**src/bma_ram.sv**
```systemverilog
`default_nettype none
module bma_ram #(
  parameter int DEPTH = 16,
  parameter int WIDTH = 8,
  parameter int AW    = $clog2(DEPTH)
) (
  input  wire logic             clk,
  input  wire logic             we,
  input  wire logic [AW-1:0]    waddr,
  input  wire logic [WIDTH-1:0] wdata,
  input  wire logic [AW-1:0]    raddr,
  output logic      [WIDTH-1:0] rdata
);

  logic [WIDTH-1:0] mem [DEPTH];

  always_ff @(posedge clk) begin
    if (we) begin
      mem[waddr] <= wdata;
    end
    rdata <= mem[raddr];
  end

endmodule
`default_nettype wire

```
**config.mk**
```make
export PLATFORM = sky130hd
export DESIGN_NAME = bma_ram
export DESIGN_NICKNAME = d
export VERILOG_FILES = /design/src/bma_ram.sv
export SDC_FILE = /design/constraint.sdc
export NUM_CORES = 1
export LEC_CHECK = 0
export ABC_CLOCK_PERIOD_IN_PS = 1850
export BUFFER_PORTS_ARGS = -buffer_cell sky130_fd_sc_hd__buf_4
export CORE_MARGIN = 5
export CORE_UTILIZATION = 25
export CTS_CLUSTER_DIAMETER = 40
export DETAILED_ROUTE_END_ITERATION = 10
export GPL_TIMING_DRIVEN = 0
export MAX_ROUTING_LAYER = met4
export SYNTH_ARGS = -nofsm -noshare
export SYNTH_HDL_FRONTEND = slang
export SYNTH_SLANG_ARGS = --single-unit
```
**constraint.sdc**
```tcl
create_clock -name clk -period 1.85 [get_ports clk]
set_clock_uncertainty 0.15 [all_clocks]
set_input_delay 0.0925 -clock clk [delete_from_list [all_inputs] [get_ports clk]]
set_output_delay 0.0925 -clock clk [all_outputs]
set_load 0.05 [all_outputs]
```
==> out/results.txt <==
Row Count: 52
Final Hold Vio Count: 0
CTS buffer count: 17
launching point of the worst reg2reg path: mem[1][1]
Hold Path End: mem[4][7]
area fraction of the dominant cell type after synthesis: 74.7%
status: completed
Req. time, crit path: 1.96 ns
Reg power frac: 45.8%
register bit total from synthesis: 136
startpoint types: flop
Die X: 153 µm
Pwr Total: 0.00756 W
cell chain of the critical path: mux4_1, a22oi_1, nand2_1
Cells after Synth: 229
endpoint type of the worst setup path: flop
root buffer cell: clkbuf_16
fin crit share: 91.0%
crit path kind: flop to flop
CORE AREA: 20200 µm²
io pins: 26
largest net degree at the start of global routing: 17
top post-synthesis cells by area: edfxtp_1, mux4_2, mux4_1, dfxtp_1, a22oi_1
multiplexer share of the synthesized area: 15.0%
switch share: 20.4%
Slew headroom: 16.7%
Final setup viols: 0
CP top delay family: multiplexers
first-pass GRT wire length: 15700 µm
post-CTS setup buffers: 0
CTS tree: done
RD Place Congestion: 0.785
Synthesis Warnings: 0
Hold Path Class: primary input to flop
Adder-Cell Fraction of Synth Area: 0%
Simple-Gate Fraction of Synth Area: 3.18%
RSZ-0062 raised after global routing: false
Iter 0 DRT Violations: 218
share of cells above drive strength 1: 28.8%
part of the power in combinational logic: 5.9%
hold path depth: 2
DRT Wirelength: 10500 µm
initial antenna violation count: 0
Worst Tran Pin Value: 1.24 ns
vias in the first global route: 2502
Leak: 2.12 nW
setup ws final: 0.167 ns
FF-to-FF End: rdata[1]
synthesized cell area: 5150 µm²
Worst-path clk slew: 0.06 ns
H-tree depth: 4
Slew Viols, Final: 0
Crit path largest cell delay: 0.53 ns
min Tclk post-route: 1.68 ns
grt total ovfl: 0
critical path's slowest cell: mux4_1
DIE HEIGHT: 153 µm
later-pin clock latency in the skew report: 0.41 ns
vias post-DR: 2416
Post-Synth XOR/XNOR Area: 0%
clock share of power: 48.3%
reported net switching power: 0.00154 W
Avg Inst Size Synth: 22.5 µm²
largest family of logic cells by synthesized area: multiplexers
port bufs: 24
total inserted antenna cells: 0
ANT nets after route: 0
hold_sp: waddr[1]
Synth area leader: edfxtp_1
DRC viols: 0
Synthesized Nets: 247
synthesis-to-finish area growth: 25.0%
worst slack at placement: -0.439 ns
initial core utilization: 25.4%
nets: 301
via/cell ratio: 4.28
fmax: 594 MHz
Min Hold Slack: 0.0654 ns
internal power: 0.00602 W
CTS Sinks: 136
wire length per cell: 18.5 µm
max-cap violations: 0
post-synthesis sequential area ratio: 77.8%
CP arrival: 1.79 ns
Pwr Density: 1180 nW/µm²
VDD IR-drop max: 0.625 mV
Die Area: 23600 µm²
Synth cell types: 19
CP bufs+invs: 0
first drt pass iteration count: 4
Compound-Gate Fraction of Synth Area: 2.33%
hpwl dp: 6840 µm
crit-path max FO: 1
worst reg-to-reg path cell count: 3
Global Route Usage Sum: 9.48%
Clock Path Buffers: 2
FF-to-FF setup slack: 0.17 ns
-- power by group through the flow --
stage               clock (W)  sequential, W  combinational (W)
floorplan                   0        0.00360           0.000175
global placement            0        0.00352           0.000424
detailed placement          0        0.00353           0.000433
CTS                   0.00371        0.00346           0.000448
global route          0.00386        0.00347           0.000479
finish                0.00365        0.00346           0.000448
-- cell families after synthesis --
group,count (synthesis)
multiplexers,32
buffers and inverters,10
flip-flops,136
AO/OA/AOI/OAI,16
AND/OR/NAND/NOR,35
-- layout make-up --
type                            instances  area [µm²]
Multi-Input combinational cell         83        1070
Buffer                                 10        86.3
Tap cell                              270         338
Clock inverter                         13         220
Fill cell                            1911       13800
Timing Repair Buffer                   35         290
Sequential cell                       136        4000
Clock buffer                           18         429
-- worst max-delay path by stage --
stage | slack (ns) | to | depth (start not counted) | from
6_report | 0.17 | rdata[1] | 3 | mem[1][1]
2_1_floorplan | 0.11 | mem[0][0] | 2 | waddr[2]
4_1_cts | 0.02 | mem[0][5] | 3 | waddr[2]
3_3_place_gp | -0.44 | mem[0][2] | 3 | waddr[2]
5_1_grt | 0.05 | rdata[1] | 3 | mem[1][1]
3_5_place_dp | -0.44 | mem[0][2] | 3 | waddr[2]
-- stage by stage --
step / util [%] / cell area, µm² / std cells / setup TNS [ns]
6_report: 31.8 / 6430 / 565 / 0
5_1_grt: 31.8 / 6430 / 565 / 0
4_1_cts: 31.6 / 6390 / 562 / 0
3_5_place_dp: 28.0 / 5670 / 523 / -10.09
3_3_place_gp: 28.0 / 5670 / 523 / -9.82
2_1_floorplan: - / 5150 / 229 / 0
-- repair_timing --
item	CTS	global route
setup endpoints to repair	0	8
gates resized for setup	0	1
endpoints found under the hold margin	128	9
hold buffers	8	3
-- cells in the final DEF (no fill, tap or decap), types with 3 or more instances in the layout --
cell | synthesis | layout
nor2_1 | 13 | 13
dlygate4sd3_1 | 0 | 11
bufinv_16 | 0 | 5
edfxtp_1 | 128 | 128
a22oi_1 | 16 | 16
buf_4 | 1 | 25
buf_2 | 3 | 3
dfxtp_1 | 8 | 8
clkinv_4 | 0 | 6
clkdlybuf4s25_2 | 3 | 3
clkbuf_16 | 0 | 17
buf_6 | 3 | 3
mux4_2 | 18 | 18
mux4_1 | 14 | 14
nand2_1 | 9 | 9
-- Yosys cell counts (all sizes together) --
cell type / number
edfxtp: 128
mux4: 32
a22oi: 16
nor2: 13
nand2: 9
dfxtp: 8
buf: 7
nor3: 4
clkdlybuf4s25: 3
nand2b: 2
nand3b: 2
and2: 1
and2b: 1
nand3: 1
nor2b: 1
or3b: 1
-- state kept, by name, summed over array words and instances, names as in the netlist --
| name | count |
|---|---|
| mem | 128 |
| rdata | 8 |
-- routing by layer --
metal  share of wire, %  GRT usage (%)
met1                 39           12.5
met2                 48           13.7
met3                 11           3.65
met4               0.90           2.69
met5                  0              -
Power figures use the tool's default switching activity.
