==> config.mk <==
export PLATFORM = sky130hd
export DESIGN_NAME = bma_ctrl
export DESIGN_NICKNAME = d
export VERILOG_FILES = /design/src/bma_pkg.sv /design/src/bma_ctrl.sv
export SDC_FILE = /design/constraint.sdc
export NUM_CORES = 1
export LEC_CHECK = 0
export BUFFER_PORTS_ARGS = -buffer_cell sky130_fd_sc_hd__buf_2
export CORE_AREA = 2 2 234 144
export DETAILED_ROUTE_END_ITERATION = 12
export DIE_AREA = 0 0 236 146
export PLACE_DENSITY = 0.64
export SLEW_MARGIN = 0
export SYNTH_ARGS = -nofsm -noshare
export SYNTH_HDL_FRONTEND = slang
export SYNTH_SLANG_ARGS = --single-unit
export TNS_END_PERCENT = 30
==> constraint.sdc <==
create_clock -name clk -period 17.2 [get_ports clk]
set_clock_uncertainty 0.15 [all_clocks]
set_input_delay 3.44 -clock clk [delete_from_list [all_inputs] [get_ports clk]]
set_output_delay 3.44 -clock clk [all_outputs]
set_load 0.02 [all_outputs]
==> src/bma_pkg.sv <==
`default_nettype none
package bma_pkg;

  localparam int POOL_ORDER = 16;
  localparam int MIN_ORDER  = 4;
  localparam int LEVELS     = POOL_ORDER - MIN_ORDER;
  localparam int SLOT_COUNT = 1 << LEVELS;
  localparam int NODE_COUNT = (2 << LEVELS) - 1;
  localparam int NODE_W     = $clog2(NODE_COUNT);
  localparam int SLOT_W     = LEVELS;
  localparam int MASK_W     = LEVELS + 1;
  localparam int BIT_W      = $clog2(MASK_W);
  localparam int ORD_W      = 5;
  localparam int ADDR_W     = POOL_ORDER;

  localparam logic       CMD_ALLOC  = 1'b0;
  localparam logic       CMD_FREE   = 1'b1;
  localparam logic [1:0] ST_OK      = 2'd0;
  localparam logic [1:0] ST_NOFIT   = 2'd1;
  localparam logic [1:0] ST_BADFREE = 2'd2;

  typedef logic [MASK_W-1:0] mask_t;

  typedef struct packed {
    logic        command;
    logic [15:0] request_size;
    logic [15:0] block_offset;
  } req_t;

  typedef struct packed {
    logic [1:0]  status;
    logic [15:0] granted_offset;
    logic [4:0]  granted_order;
  } rsp_t;

  // bit per order present in a subtree, bit 0 is the smallest block
  function automatic mask_t bit_of(input logic [ORD_W-1:0] ord);
    return mask_t'(1) << (ord - ORD_W'(MIN_ORDER));
  endfunction

  function automatic logic [NODE_W-1:0] node_of(input logic [ORD_W-1:0] ord,
                                                input logic [ADDR_W-1:0] addr);
    logic [31:0] b;
    b = ((32'd1 << (POOL_ORDER - 32'(ord))) - 32'd1) + (32'(addr) >> ord);
    return b[NODE_W-1:0];
  endfunction

endpackage
`default_nettype wire

==> src/bma_ctrl.sv <==
`default_nettype none
module bma_ctrl (
  input  wire logic           clk,
  input  wire logic           rst,
  input  wire logic           req_valid,
  output logic                req_ready,
  input  wire bma_pkg::req_t  req,
  output logic                rsp_valid,
  input  wire logic           rsp_ready,
  output bma_pkg::rsp_t       rsp,
  output logic                m_we,
  output logic [bma_pkg::NODE_W-1:0] m_waddr,
  output bma_pkg::mask_t      m_wdata,
  output logic [bma_pkg::NODE_W-1:0] m_raddr,
  input  wire bma_pkg::mask_t m_rdata,
  output logic                o_we,
  output logic [bma_pkg::SLOT_W-1:0] o_waddr,
  output logic [bma_pkg::ORD_W-1:0]  o_wdata,
  output logic [bma_pkg::SLOT_W-1:0] o_raddr,
  input  wire logic [bma_pkg::ORD_W-1:0] o_rdata
);

  typedef enum logic [3:0] {
    S_CLEAR, S_IDLE, S_A_PICK, S_A_DN, S_A_DNW, S_A_FOUND,
    S_F_CHK, S_F_RD, S_F_DEC, S_F_SET, S_UP_RD, S_UP_WR, S_DONE
  } state_t;

  state_t state;
  logic [bma_pkg::NODE_W-1:0] clr;
  logic [bma_pkg::NODE_W-1:0] node;
  logic [bma_pkg::ORD_W-1:0]  level;
  logic [bma_pkg::ORD_W-1:0]  want;
  logic [bma_pkg::ORD_W-1:0]  k;
  logic [bma_pkg::ORD_W-1:0]  split_top;
  logic [bma_pkg::ADDR_W-1:0] addr;
  logic [15:0]                req_off;
  bma_pkg::mask_t             cur_mask;
  logic                       forced;
  bma_pkg::rsp_t              res;

  logic [bma_pkg::NODE_W-1:0] sib;
  logic [bma_pkg::NODE_W-1:0] parent;
  logic [bma_pkg::NODE_W-1:0] left;
  bma_pkg::mask_t             pm;
  bma_pkg::mask_t             sel;
  logic [bma_pkg::ORD_W-1:0]  want_in;
  logic [bma_pkg::ORD_W-1:0]  k_sel;
  logic [bma_pkg::ADDR_W-1:0] addr_dn;
  logic                       free_ok;
  logic [bma_pkg::BIT_W-1:0]  k_bit;
  logic [bma_pkg::BIT_W-1:0]  lvl_bit;

  function automatic logic [bma_pkg::ORD_W-1:0] want_of(input logic [15:0] size);
    logic [bma_pkg::ORD_W-1:0] w;
    w = bma_pkg::ORD_W'(bma_pkg::MIN_ORDER);
    for (int o = bma_pkg::MIN_ORDER; o <= bma_pkg::POOL_ORDER; o++) begin
      if (32'(size) > (32'd1 << o)) begin
        w = bma_pkg::ORD_W'(o + 1);
      end
    end
    return w;
  endfunction

  always_comb begin
    k_bit   = bma_pkg::BIT_W'(k - bma_pkg::ORD_W'(bma_pkg::MIN_ORDER));
    lvl_bit = bma_pkg::BIT_W'(level - bma_pkg::ORD_W'(bma_pkg::MIN_ORDER));
    sib     = node[0] ? node + 1'b1 : node - 1'b1;
    parent  = (node - 1'b1) >> 1;
    left    = {node[bma_pkg::NODE_W-2:0], 1'b1};
    pm      = cur_mask | (forced ? bma_pkg::bit_of(level) : m_rdata);
    want_in = want_of(req.request_size);
    sel     = m_rdata & ~(bma_pkg::bit_of(want) - bma_pkg::mask_t'(1));
    k_sel   = '0;
    for (int i = bma_pkg::LEVELS; i >= 0; i--) begin
      if (sel[i]) begin
        k_sel = bma_pkg::ORD_W'(i + bma_pkg::MIN_ORDER);
      end
    end
    addr_dn = m_rdata[k_bit] ? addr
            : addr | (bma_pkg::ADDR_W'(1) << (level - 1'b1));
    free_ok = (req_off[bma_pkg::MIN_ORDER-1:0] == '0)
            && ((32'(req_off) >> bma_pkg::POOL_ORDER) == 32'd0)
            && (o_rdata >= bma_pkg::ORD_W'(bma_pkg::MIN_ORDER))
            && (o_rdata <= bma_pkg::ORD_W'(bma_pkg::POOL_ORDER));
  end

  always_comb begin
    m_we    = 1'b0;
    m_waddr = node;
    m_wdata = '0;
    m_raddr = node;
    o_we    = 1'b0;
    o_waddr = bma_pkg::SLOT_W'(req_off >> bma_pkg::MIN_ORDER);
    o_wdata = '0;
    o_raddr = bma_pkg::SLOT_W'(req.block_offset >> bma_pkg::MIN_ORDER);
    case (state)
      S_CLEAR: begin
        m_we    = 1'b1;
        m_waddr = clr;
        m_wdata = (clr == '0) ? bma_pkg::bit_of(bma_pkg::ORD_W'(bma_pkg::POOL_ORDER)) : '0;
        o_we    = 32'(clr) < bma_pkg::SLOT_COUNT;
        o_waddr = clr[bma_pkg::SLOT_W-1:0];
      end
      S_IDLE:  m_raddr = '0;
      S_A_DN:  m_raddr = left;
      S_A_FOUND: begin
        m_we    = 1'b1;
        o_we    = 1'b1;
        o_waddr = bma_pkg::SLOT_W'(addr >> bma_pkg::MIN_ORDER);
        o_wdata = want;
      end
      S_F_CHK: o_we = free_ok;
      S_F_RD: begin
        m_we    = 1'b1;
        m_raddr = sib;
      end
      S_F_DEC: begin
        m_we    = m_rdata[lvl_bit];
        m_waddr = sib;
      end
      S_F_SET: begin
        m_we    = 1'b1;
        m_wdata = bma_pkg::bit_of(level);
      end
      S_UP_RD: begin
        m_we    = level < split_top;
        m_waddr = sib;
        m_wdata = bma_pkg::bit_of(level);
        m_raddr = sib;
      end
      S_UP_WR: begin
        m_we    = 1'b1;
        m_waddr = parent;
        m_wdata = pm;
      end
      default: ;
    endcase
  end

  assign req_ready = (state == S_IDLE);

  always_ff @(posedge clk) begin
    if (rst) begin
      state     <= S_CLEAR;
      clr       <= '0;
      rsp_valid <= 1'b0;
    end else begin
      if (rsp_valid && rsp_ready && state != S_DONE) begin
        rsp_valid <= 1'b0;
      end
      case (state)
        S_CLEAR: begin
          clr <= clr + 1'b1;
          if (32'(clr) == bma_pkg::NODE_COUNT - 1) begin
            state <= S_IDLE;
          end
        end
        S_IDLE: begin
          if (req_valid) begin
            req_off <= req.block_offset;
            want    <= want_in;
            if (req.command == bma_pkg::CMD_FREE) begin
              state <= S_F_CHK;
            end else if (want_in > bma_pkg::ORD_W'(bma_pkg::POOL_ORDER)) begin
              res   <= '{bma_pkg::ST_NOFIT, 16'd0, 5'd0};
              state <= S_DONE;
            end else begin
              state <= S_A_PICK;
            end
          end
        end
        S_A_PICK: begin
          k         <= k_sel;
          split_top <= k_sel;
          addr      <= '0;
          if (sel == '0) begin
            res   <= '{bma_pkg::ST_NOFIT, 16'd0, 5'd0};
            state <= S_DONE;
          end else if (k_sel == bma_pkg::ORD_W'(bma_pkg::POOL_ORDER)) begin
            node  <= bma_pkg::node_of(want, '0);
            level <= want;
            state <= S_A_FOUND;
          end else begin
            node  <= '0;
            level <= bma_pkg::ORD_W'(bma_pkg::POOL_ORDER);
            state <= S_A_DN;
          end
        end
        S_A_DN: state <= S_A_DNW;
        S_A_DNW: begin
          addr <= addr_dn;
          if (level - 1'b1 == k) begin
            node  <= bma_pkg::node_of(want, addr_dn);
            level <= want;
            state <= S_A_FOUND;
          end else begin
            node  <= m_rdata[k_bit] ? left : left + 1'b1;
            level <= level - 1'b1;
            state <= S_A_DN;
          end
        end
        S_A_FOUND: begin
          cur_mask <= '0;
          res      <= '{bma_pkg::ST_OK, 16'(addr), want};
          state    <= (want == bma_pkg::ORD_W'(bma_pkg::POOL_ORDER)) ? S_DONE : S_UP_RD;
        end
        S_F_CHK: begin
          if (!free_ok) begin
            res   <= '{bma_pkg::ST_BADFREE, 16'd0, 5'd0};
            state <= S_DONE;
          end else begin
            res   <= '{bma_pkg::ST_OK, 16'd0, o_rdata};
            level <= o_rdata;
            addr  <= bma_pkg::ADDR_W'(req_off);
            node  <= bma_pkg::node_of(o_rdata, bma_pkg::ADDR_W'(req_off));
            state <= (o_rdata == bma_pkg::ORD_W'(bma_pkg::POOL_ORDER)) ? S_F_SET : S_F_RD;
          end
        end
        S_F_RD: state <= S_F_DEC;
        S_F_DEC: begin
          if (m_rdata[lvl_bit]) begin
            node  <= parent;
            addr  <= addr & ~(bma_pkg::ADDR_W'(1) << level);
            level <= level + 1'b1;
            state <= (level + 1'b1 == bma_pkg::ORD_W'(bma_pkg::POOL_ORDER)) ? S_F_SET : S_F_RD;
          end else begin
            state <= S_F_SET;
          end
        end
        S_F_SET: begin
          cur_mask  <= bma_pkg::bit_of(level);
          split_top <= level;
          state     <= (level == bma_pkg::ORD_W'(bma_pkg::POOL_ORDER)) ? S_DONE : S_UP_RD;
        end
        S_UP_RD: begin
          forced <= level < split_top;
          state  <= S_UP_WR;
        end
        S_UP_WR: begin
          cur_mask <= pm;
          node     <= parent;
          level    <= level + 1'b1;
          state    <= (level + 1'b1 == bma_pkg::ORD_W'(bma_pkg::POOL_ORDER)) ? S_DONE : S_UP_RD;
        end
        S_DONE: begin
          if (!rsp_valid || rsp_ready) begin
            rsp       <= res;
            rsp_valid <= 1'b1;
            state     <= S_IDLE;
          end
        end
        default: state <= S_IDLE;
      endcase
    end
  end

endmodule
`default_nettype wire

==> flow_summary_export.csv, run 1 <==
group,metric,value,unit
run_status,status,"finished clean",
clocking,cts_tree,"yes",
route,firstDrtPassIters,6,
worst_setup_path,end_kind,"output port",
clocking,postCtsSetupBuffers,0,
sta,tns,0,ns
die,dieArea,0.0345,sq mm
worst_setup_path,crit_fanout,23,
synthesis,synth_cells,1437,
die,core-area,0.0321,sq mm
die,num_rows,51,
die,die_h,146,microns
worst_setup_path,criticalPathCategory,"input port to output port",
synthesis,synth_cell_type_count,85,
clocking,ctsLongestPathBuffers,2,
sta,clock.fmax,0.103,GHz
worst_setup_path,reg2reg_from,"want[1]",
sta,maxSlewHeadroom,14.9,%
sta,whs,0.265,ns
clocking,htree_levels,4,
synthesis,synthXorXnorAreaFrac,5.97,%
finish,drive_above_1_share,16.6,%
synthesis,yosys.area_share.simple,18.4,%
finish,syn_to_final_growth,11.1,%
grt,grt_max_degree,33,
grt,antenna_found_initial,2,
synthesis,synth_top_family_by_area,"compound AO/OA/AOI/OAI gates",
min_path,hold_class,"register to register",
sta,grt_setup_unrepaired,"no",
clocking,cts_sinks,143,
placed_design,place_hpwl,35300,microns
worst_setup_path,crit_arrival,6.16,ns
route,avgViaCountPerCell,6.23,
route,drt_wl_total,45800,microns
sta,post-route-period-util,56.7,%
grt,gr-usage-all-layers,26.0,%
pwr,leakage,5.66,nW
synthesis,syn_area,0.0128,sq mm
synthesis,ys.flop_type,"edfxtp_1",
synthesis,avgSynthCellArea,8.89,sq um
synthesis,async_flop_share,0,%
sta,drv_slew,0,
run,cap_violations,0,
sta,tightestPinTransition,1.27,ns
clocking,holdBufCountCts,0,
grt,grt_pass1_wl,68500,microns
grt,grt_pass1_vias,10900,
synthesis,synth_edf_count,125,
route,drt_iter0_markers,1731,
sta,final-hold-violation-count,0,
finish,mostFrequentLayoutCell,"buf_2",
sta,fin_crit,9.75,ns
worst_setup_path,required,13.61,ns
placed_design,place.gp.congestion,0.970,
clocking,clk_latency,0.45,ns
route,drc,0,
synthesis,ys_ff_latch,143,
min_path,hp-start,"res[8]",
finish,final_cell_mix,"buf_2, nand2_1, edfxtp_1",
route,detail_route.wl_per_cell,23.6,microns
finish,nets,1635,
clocking,cts.repair.resized,0,
die,initial_core_util,39.8,%
placed_design,io_buffers,149,
worst_setup_path,startpoint,"o_rdata[0]",
clocking,numCtsBuffers,17,
grt,gr-total-overflow,0,
worst_setup_path,worstSetupStartpointType,"input port",
die,fp.dieW,236,microns
pwr,power_density,59.7,mW/mm^2
synthesis,synth_fp_nets,1565,
pwr,peakVddDrop,0.0788,mV
synthesis,yosysWarnings,0,
synthesis,synth.mux.area_fraction,7.68,%
synthesis,synth_compound_area_share,21.7,%
route,ant_nets,0,
die,ios,150,
clocking,clkTransAtPathRegs,0.06,ns
route,num_vias,12100,
sta,setup_viol,0,
synthesis,ys_seq_area_share,32.2,%
clocking,ctsRootBufferMaster,"clkbuf_16",
synthesis,yosys.area_share.adder,7.35,%
## synthesized netlist by cell type, drive strengths merged (15+ instances only)
cell type	instances	area share, %
nand2	143	4.2
edfxtp	125	29
o21ai	113	4.4
nor2	95	2.8
clkbuf	80	3.0
ha	71	7.0
a21oi	67	2.6
inv	62	1.8
xnor2	50	3.4
mux2i	44	3.4
and3	37	1.8
xor2	37	2.5
nand3	35	1.4
buf	31	1.5
nor3	30	1.2
a21o	28	1.7
a22oi	27	1.6
or3	23	1.1
and2	22	1.1
nor2b	20	0.98
nand2b	19	0.93
a221o	18	1.4
dfxtp	18	2.8
mux4	18	3.2
a211oi	15	0.88
## area by class of cell
class                      instances  area [sq um]
antenna                            1          2.50
clock buffer                      21           503
clock inverter                    11           103
fill                            3135         17900
inverter                          65           244
multi-input combinational       1117          7840
sequential                       143          4110
tap                              424           531
timing repair buffer             163           851
## per-stage QoR
stage | total power, W | instance area [sq um] | setup slack, ns | instances | utilization [%]
2_1_floorplan | 0.000439 | 12800 | 7.40 | 1437 | -
3_3_place_gp | 0.000464 | 13600 | 7.61 | 1912 | 42.3
3_5_place_dp | 0.000465 | 13600 | 7.50 | 1912 | 42.3
4_1_cts | 0.000851 | 14200 | 7.50 | 1944 | 44.2
5_1_grt | 0.000873 | 14200 | 7.30 | 1944 | 44.2
6_report | 0.000847 | 14200 | 7.45 | 1945 | 44.2
## where the power goes
group	leakage [nW]	total [W]	switching, W	internal [W]
clock network	0.298	0.000388	0.000173	0.000216
logic	4.12	0.0000844	0.0000497	0.0000346
registers	1.25	0.000375	0.00000149	0.000373
total	5.66	0.000847	0.000224	0.000623
## kinds of logic (layout without fill, tap and decap cells)
kind of cell,Yosys count,in the layout
DFF,143,143
other,0,1
xor gates and xnor gates,87,87
AOI/OAI and AO/OA,407,407
buffers and inverters,177,260
muxes,74,74
and+or+nand+nor,475,475
adders and majority gates,74,74
## registers in the layout (all words and copies together), names as in the netlist, 4 cells and up
name	count
cur_mask	13
res	23
split_top	5
want	5
rsp	23
clr	13
addr	16
state	4
k	5
req_off	16
node	13
level	5
## metal layers
metal	global-route usage (%)	up-vias	part of all wire (%)	wire length (microns)
li1	-	5504	-	-
met1	39.8	5837	46	21300
met5	0	-	0.028	13
met4	7.01	2	2.1	940
met2	35.8	715	40	18400
met3	6.47	62	11	5170
## worst max-delay path, stage by stage
cell and delay, ns:
buf_2 0.47, inv_1 0.17, ha_1 0.34, nor3b_1 0.20, ha_1 0.26, o31a_1 0.35, and2_1 0.30, or3_1 0.43
buf_2 0.18
## path summary, 6_finish.rpt
path             to  slack, ns  cells after the start
max            o_we       7.45                      9
min          rsp[8]       0.26                      0
max reg2reg  res[8]      10.53                     12
min reg2reg  rsp[8]       0.26                      0
Power figures use the tool's default switching activity.
==> run 2: changes to the inputs <==
==> constraint.sdc (replaced) <==
create_clock -name clk -period 9.4 [get_ports clk]
set_clock_uncertainty 0.15 [all_clocks]
set_input_delay 1.88 -clock clk [delete_from_list [all_inputs] [get_ports clk]]
set_output_delay 1.88 -clock clk [all_outputs]
set_load 0.02 [all_outputs]
==> run 2 against run 1 <==
Effect of this change:
- cell count increased by 0.10%
- sequential share of layout area about the same
- worst hold slack improved by 0.0028 ns
- count of clock-buffer cells in the layout fell by 4
- global-route usage up 0.43 points
- clock power is 81% higher
- first-iteration DRC count fell by 2.3%
- sequential power rose by 83%
- die area is the same
- utilization hardly changed
- power up 82%
- design area about the same
- largest cell class unchanged
==> flow_summary_export.csv, run 2 (synthesis results as in run 1) <==
group,metric,value,unit
die,num_rows,51,
route,ant_nets,0,
sta,maxSlewHeadroom,15.7,%
finish,nets,1638,
grt,antenna_found_initial,0,
pwr,peakVddDrop,0.107,mV
placed_design,post-place-ws,1.97,ns
finish,antenna_cells,0,
route,drc,0,
sta,grt_setup_unrepaired,"no",
run_status,status,"finished clean",
route,detail_route.wl_per_cell,23.9,microns
worst_setup_path,critPathTopFamily,"compound AO/OA/AOI/OAI gates",
die,die_h,146,microns
route,drt_wl_total,46600,microns
clocking,ctsLongestPathBuffers,2,
sta,fin_crit,7.15,ns
sta,finalWorstSetupSlack,2.25,ns
worst_setup_path,cp_slowest_cell,"a2111oi_4",
clocking,cts_tree,"yes",
die,ios,150,
clocking,htree_levels,4,
clocking,postCtsSetupBuffers,0,
grt,gr-usage-all-layers,26.5,%
worst_setup_path,criticalPathCategory,"input port to register",
worst_setup_path,slowest_delay,0.67,ns
route,drt_iter0_markers,1691,
clocking,holdBufCountCts,0,
min_path,hold_class,"register to register",
clocking,cts_sinks,143,
grt,grt_pass1_wl,69300,microns
sta,tightestPinTransition,1.26,ns
finish,multi_input_area,0.00784,sq mm
worst_setup_path,crit_fanout,8,
route,avgViaCountPerCell,6.24,
finish,syn_to_final_growth,11.1,%
worst_setup_path,end_kind,"register",
finish,fill_cells,3138,
worst_setup_path,ff2ff_setup_slack,2.72,ns
finish,mostFrequentLayoutCell,"buf_2",
clocking,cts.repair.resized,0,
route,firstDrtPassIters,6,
finish,drive_above_1_share,16.8,%
placed_design,place_hpwl,36000,microns
finish,regArea,0.00411,sq mm
finish,final_cell_mix,"buf_2, nand2_1, edfxtp_1",
die,initial_core_util,39.8,%
grt,gr-total-overflow,0,
clocking,ctsRootBufferMaster,"clkbuf_16",
finish,instances_no_fill,1947,
sta,setup_viol,0,
grt,grt_pass1_vias,11000,
finish,largest_registers,"res (23), rsp (23)",
clocking,numCtsBuffers,17,
placed_design,dp_cells,1915,
clocking,clkTransAtPathRegs,0.07,ns
worst_setup_path,critPathBufInv,3,
worst_setup_path,required,9.43,ns
placed_design,io_buffers,149,
run,cap_violations,0,
pwr,power_density,109,mW/mm^2
sta,drv_slew,0,
grt,grt_max_degree,34,
die,fp.dieW,236,microns
route,num_vias,12100,
sta,tns,0,ns
pwr,leakage,5.67,nW
sta,post-route-period-util,76.0,%
placed_design,place.gp.congestion,0.995,
sta,clock.fmax,0.140,GHz
clocking,clk_latency,0.45,ns
die,core-area,0.0321,sq mm
worst_setup_path,crit_arrival,7.18,ns
sta,final-hold-violation-count,0,
pwr,total_power,0.00155,W
worst_setup_path,path_cells,"buf_2 > mux4_2 > a22o_1 > a2111oi_4 > a41oi_1 > mux4_2 > mux2i_1 > nand2_1 > o221ai_1 > ha_1 > inv_1 > fa_1 > inv_1 > a21oi_1 > o21bai_1 > a2111oi_0 > nor3_1 > a221o_1 > a31oi_1 > xnor2_1 > o311ai_2",
die,dieArea,0.0345,sq mm
worst_setup_path,worstSetupStartpointType,"input port",
## run 2: cell count changes in the layout (fill, tap and decap cells not counted), sizes merged
cell,before,now
buf,163,166
bufinv,0,1
clkbuf,21,17
clkinv,4,5
clkinvlp,1,3
diode,1,0
## run 2: path summary, 6_finish.rpt
| kind | start | endpoint | cells past startpoint |
|---|---|---|---|
| max reg2reg | want[1] | res[18] | 12 |
| min | res[17] | rsp[17] | 0 |
| max | m_rdata[11] | node[12] | 21 |
| min reg2reg | res[17] | rsp[17] | 0 |
## run 2: report_power, final
part	internal [W]	switching, W	leakage [nW]	total (W)
Combinational	0.0000633	0.0000935	4.14	0.000157
Clock	0.000378	0.000325	0.282	0.000703
Sequential	0.000683	0.00000265	1.25	0.000685
## run 2: cell type report
cell class / instances / share of cell area [%]
Multi-Input combinational cell: 1117 / 55.2
Sequential cell: 143 / 29.0
Timing Repair Buffer: 166 / 6.15
Tap cell: 424 / 3.74
Clock buffer: 17 / 3.00
Inverter: 65 / 1.72
Clock inverter: 15 / 1.17
## run 2: per-stage QoR
stage	utilization, %	cell area (sq um)	hold slack, ns
2_1_floorplan	-	12800	0.250
3_3_place_gp	42.4	13600	0.253
3_5_place_dp	42.4	13600	0.255
4_1_cts	44.2	14200	0.270
5_1_grt	44.2	14200	0.276
6_report	44.2	14200	0.268
## run 2: metal layers
layer / vias to the layer above / part of all wire, % / GRT usage (%)
met5: - / 0 / 0
met4: 0 / 1.9 / 5.92
met3: 59 / 12 / 8.46
met2: 728 / 39 / 35.6
met1: 5833 / 47 / 40.3
li1: 5525 / - / -
## run 2: worst register-to-register path: cells and delay by family (launching register included)
kind | cells | cell delay (ns)
fa+ha+maj | 3 | 1.06
flops | 1 | 0.75
simple gates | 3 | 0.99
buf+inv | 1 | 0.76
compound gates | 4 | 2.36
mux | 1 | 0.22
==> run 3: changes to the inputs <==
--- a/config.mk
+++ b/config.mk
@@ -9,7 +9,7 @@
 export CORE_AREA = 2 2 234 144
 export DETAILED_ROUTE_END_ITERATION = 12
 export DIE_AREA = 0 0 236 146
-export PLACE_DENSITY = 0.64
+export PLACE_DENSITY = 0.66
 export SLEW_MARGIN = 0
 export SYNTH_ARGS = -nofsm -noshare
 export SYNTH_HDL_FRONTEND = slang
==> constraint.sdc (replaced) <==
create_clock -name clk -period 6.4 [get_ports clk]
set_clock_uncertainty 0.15 [all_clocks]
set_input_delay 1.28 -clock clk [delete_from_list [all_inputs] [get_ports clk]]
set_output_delay 1.28 -clock clk [all_outputs]
set_load 0.02 [all_outputs]
==> run 3 against run 2 <==
Effect of this change:
- combinational power increased by 55%
- largest power group unchanged
- sequential share of layout area decreased by 0.74 points
- highest routed layer unchanged
- design area increased by 2.6%
==> flow_summary_export.csv, run 3 (synthesis results as in run 1) <==
group,metric,value,unit
pwr,power_density,156,mW/mm^2
worst_setup_path,criticalPathCategory,"input port to register",
run_status,status,"finished clean",
finish,largest_registers,"res (23), rsp (23)",
die,dieArea,0.0345,sq mm
clocking,cts_tree,"yes",
worst_setup_path,crit_fanout,4,
die,initial_core_util,39.8,%
worst_setup_path,required,6.44,ns
grt,gr-usage-all-layers,26.9,%
clocking,holdBufCountCts,0,
clocking,ctsLongestPathBuffers,2,
die,ios,150,
pwr,p_int,0.00165,W
finish,mostFrequentLayoutCell,"buf_2",
route,ant_nets,0,
route,drt_iter0_markers,1554,
route,avgViaCountPerCell,6.20,
die,core-area,0.0321,sq mm
route,drc,0,
clocking,htree_levels,4,
placed_design,io_buffers,149,
finish,finalCoreUtilization,45.4,%
worst_setup_path,end_kind,"register",
pwr,p_seq_share,44.4,%
finish,nets,1689,
sta,grt_setup_unrepaired,"no",
sta,clock.fmax,0.167,GHz
finish,antenna_cells,0,
placed_design,place_hpwl,37000,microns
clocking,clkTransAtPathRegs,0.07,ns
worst_setup_path,worstSetupStartpointType,"input port",
grt,grt_max_degree,34,
sta,final-hold-violation-count,0,
worst_setup_path,cp_slowest_cell,"o32ai_1",
die,die_h,146,microns
worst_setup_path,slowest_delay,0.53,ns
pwr,swShare,27.1,%
sta,post-route-period-util,93.8,%
finish,syn_to_final_growth,14.0,%
grt,gr-total-overflow,0,
clocking,numCtsBuffers,17,
finish,drive_above_1_share,19.5,%
sta,maxSlewHeadroom,15.5,%
min_path,hold_class,"register to register",
finish,final_cell_mix,"buf_2, nand2_1, edfxtp_1",
pwr,p_sw,0.000615,W
pwr,comb_power_share,10.8,%
worst_setup_path,path_cells,"buf_2 > mux4_2 > a22o_1 > a21o_2 > nor4_1 > buf_4 > a21oi_1 > mux2i_1 > nor2_1 > o32ai_1 > a21o_1 > ha_1 > a21o_1 > a21oi_1 > buf_4 > o21a_1 > nor2_1 > o41ai_1 > buf_4 > o21ai_0 > xor2_1 > a221oi_1 > a21oi_1",
sta,fin_crit,6.00,ns
worst_setup_path,crit_arrival,6.04,ns
sta,tns,0,ns
sta,drv_slew,0,
sta,setup_viol,0,
clocking,cts.repair.resized,0,
pwr,leakage,5.92,nW
die,num_rows,51,
route,firstDrtPassIters,6,
route,num_vias,12400,
run,cap_violations,0,
placed_design,place.gp.congestion,1.01,
clocking,clk_latency,0.45,ns
route,drt_wl_total,47200,microns
grt,grt_pass1_vias,11300,
grt,antenna_found_initial,0,
pwr,peakVddDrop,0.154,mV
clocking,postCtsSetupBuffers,0,
route,detail_route.wl_per_cell,23.6,microns
die,fp.dieW,236,microns
sta,tightestPinTransition,1.26,ns
grt,grt_pass1_wl,70700,microns
pwr,clock_power_share,44.8,%
clocking,ctsRootBufferMaster,"clkbuf_16",
clocking,cts_sinks,143,
[run 3: cell count changes in the layout (fill, tap and decap cells not counted)]
| cell | delta |
|---|---|
| clkinv_4 | +3 |
| inv_6 | -2 |
| clkinv_2 | +3 |
| inv_8 | -1 |
| buf_4 | +51 |
| clkinvlp_4 | -3 |
[run 3: stage by stage]
step / power (W) / area [sq um] / std cells / hold slack (ns) / setup slack (ns)
2_1_floorplan: 0.00118 / 12800 / 1437 / 0.250 / 0.113
3_3_place_gp: 0.00126 / 14000 / 1966 / 0.253 / 0.241
3_5_place_dp: 0.00126 / 14000 / 1966 / 0.255 / 0.0988
4_1_cts: 0.00227 / 14600 / 1998 / 0.271 / 0.570
5_1_grt: 0.00233 / 14600 / 1998 / 0.285 / 0.0270
6_report: 0.00227 / 14600 / 1998 / 0.269 / 0.398
[run 3: layout make-up]
class,count,area [sq um]
clock inverters,15,156
clock buffers,17,425
fillers,3152,17500
well taps,424,531
multi-input cells,1117,7840
repair buffers,217,1260
inverters,65,244
flip-flops and latches,143,4110
[run 3: layer usage]
layer  wire (microns)  up-vias  track usage [%]
met4              998        0             6.56
met5                0        -                0
met3             6140       72             9.20
li1                 -     5608                -
met2            18600      726             36.2
met1            21400     5986             40.5
[run 3: worst max-delay path: cells and delay by family]
family	cells	cell delay (ns)
AO/OA/AOI/OAI	12	2.52
multiplexers	2	0.72
buffers and inverters	4	0.65
AND/OR/NAND/NOR	3	0.46
adder cells (fa/ha/maj)	1	0.22
XOR/XNOR	1	0.18
[run 3: power by group through the flow]
| stage | combinational, W | clock [W] | sequential [W] |
|---|---|---|---|
| 2_1_floorplan | 0.000154 | 0 | 0.00102 |
| 3_3_place_gp | 0.000233 | 0 | 0.00103 |
| 3_5_place_dp | 0.000236 | 0 | 0.00103 |
| 4_1_cts | 0.000237 | 0.00102 | 0.00101 |
| 5_1_grt | 0.000262 | 0.00106 | 0.00101 |
| 6_report | 0.000244 | 0.00102 | 0.00101 |
[run 3: final timing paths]
check	startpoint	to	slack, ns	cells past startpoint
worst min register to register	res[8]	rsp[8]	0.27	0
worst max register to register	k[1]	node[11]	0.72	22
worst max-delay path	m_rdata[9]	node[11]	0.40	23
worst min-delay path	res[8]	rsp[8]	0.27	0
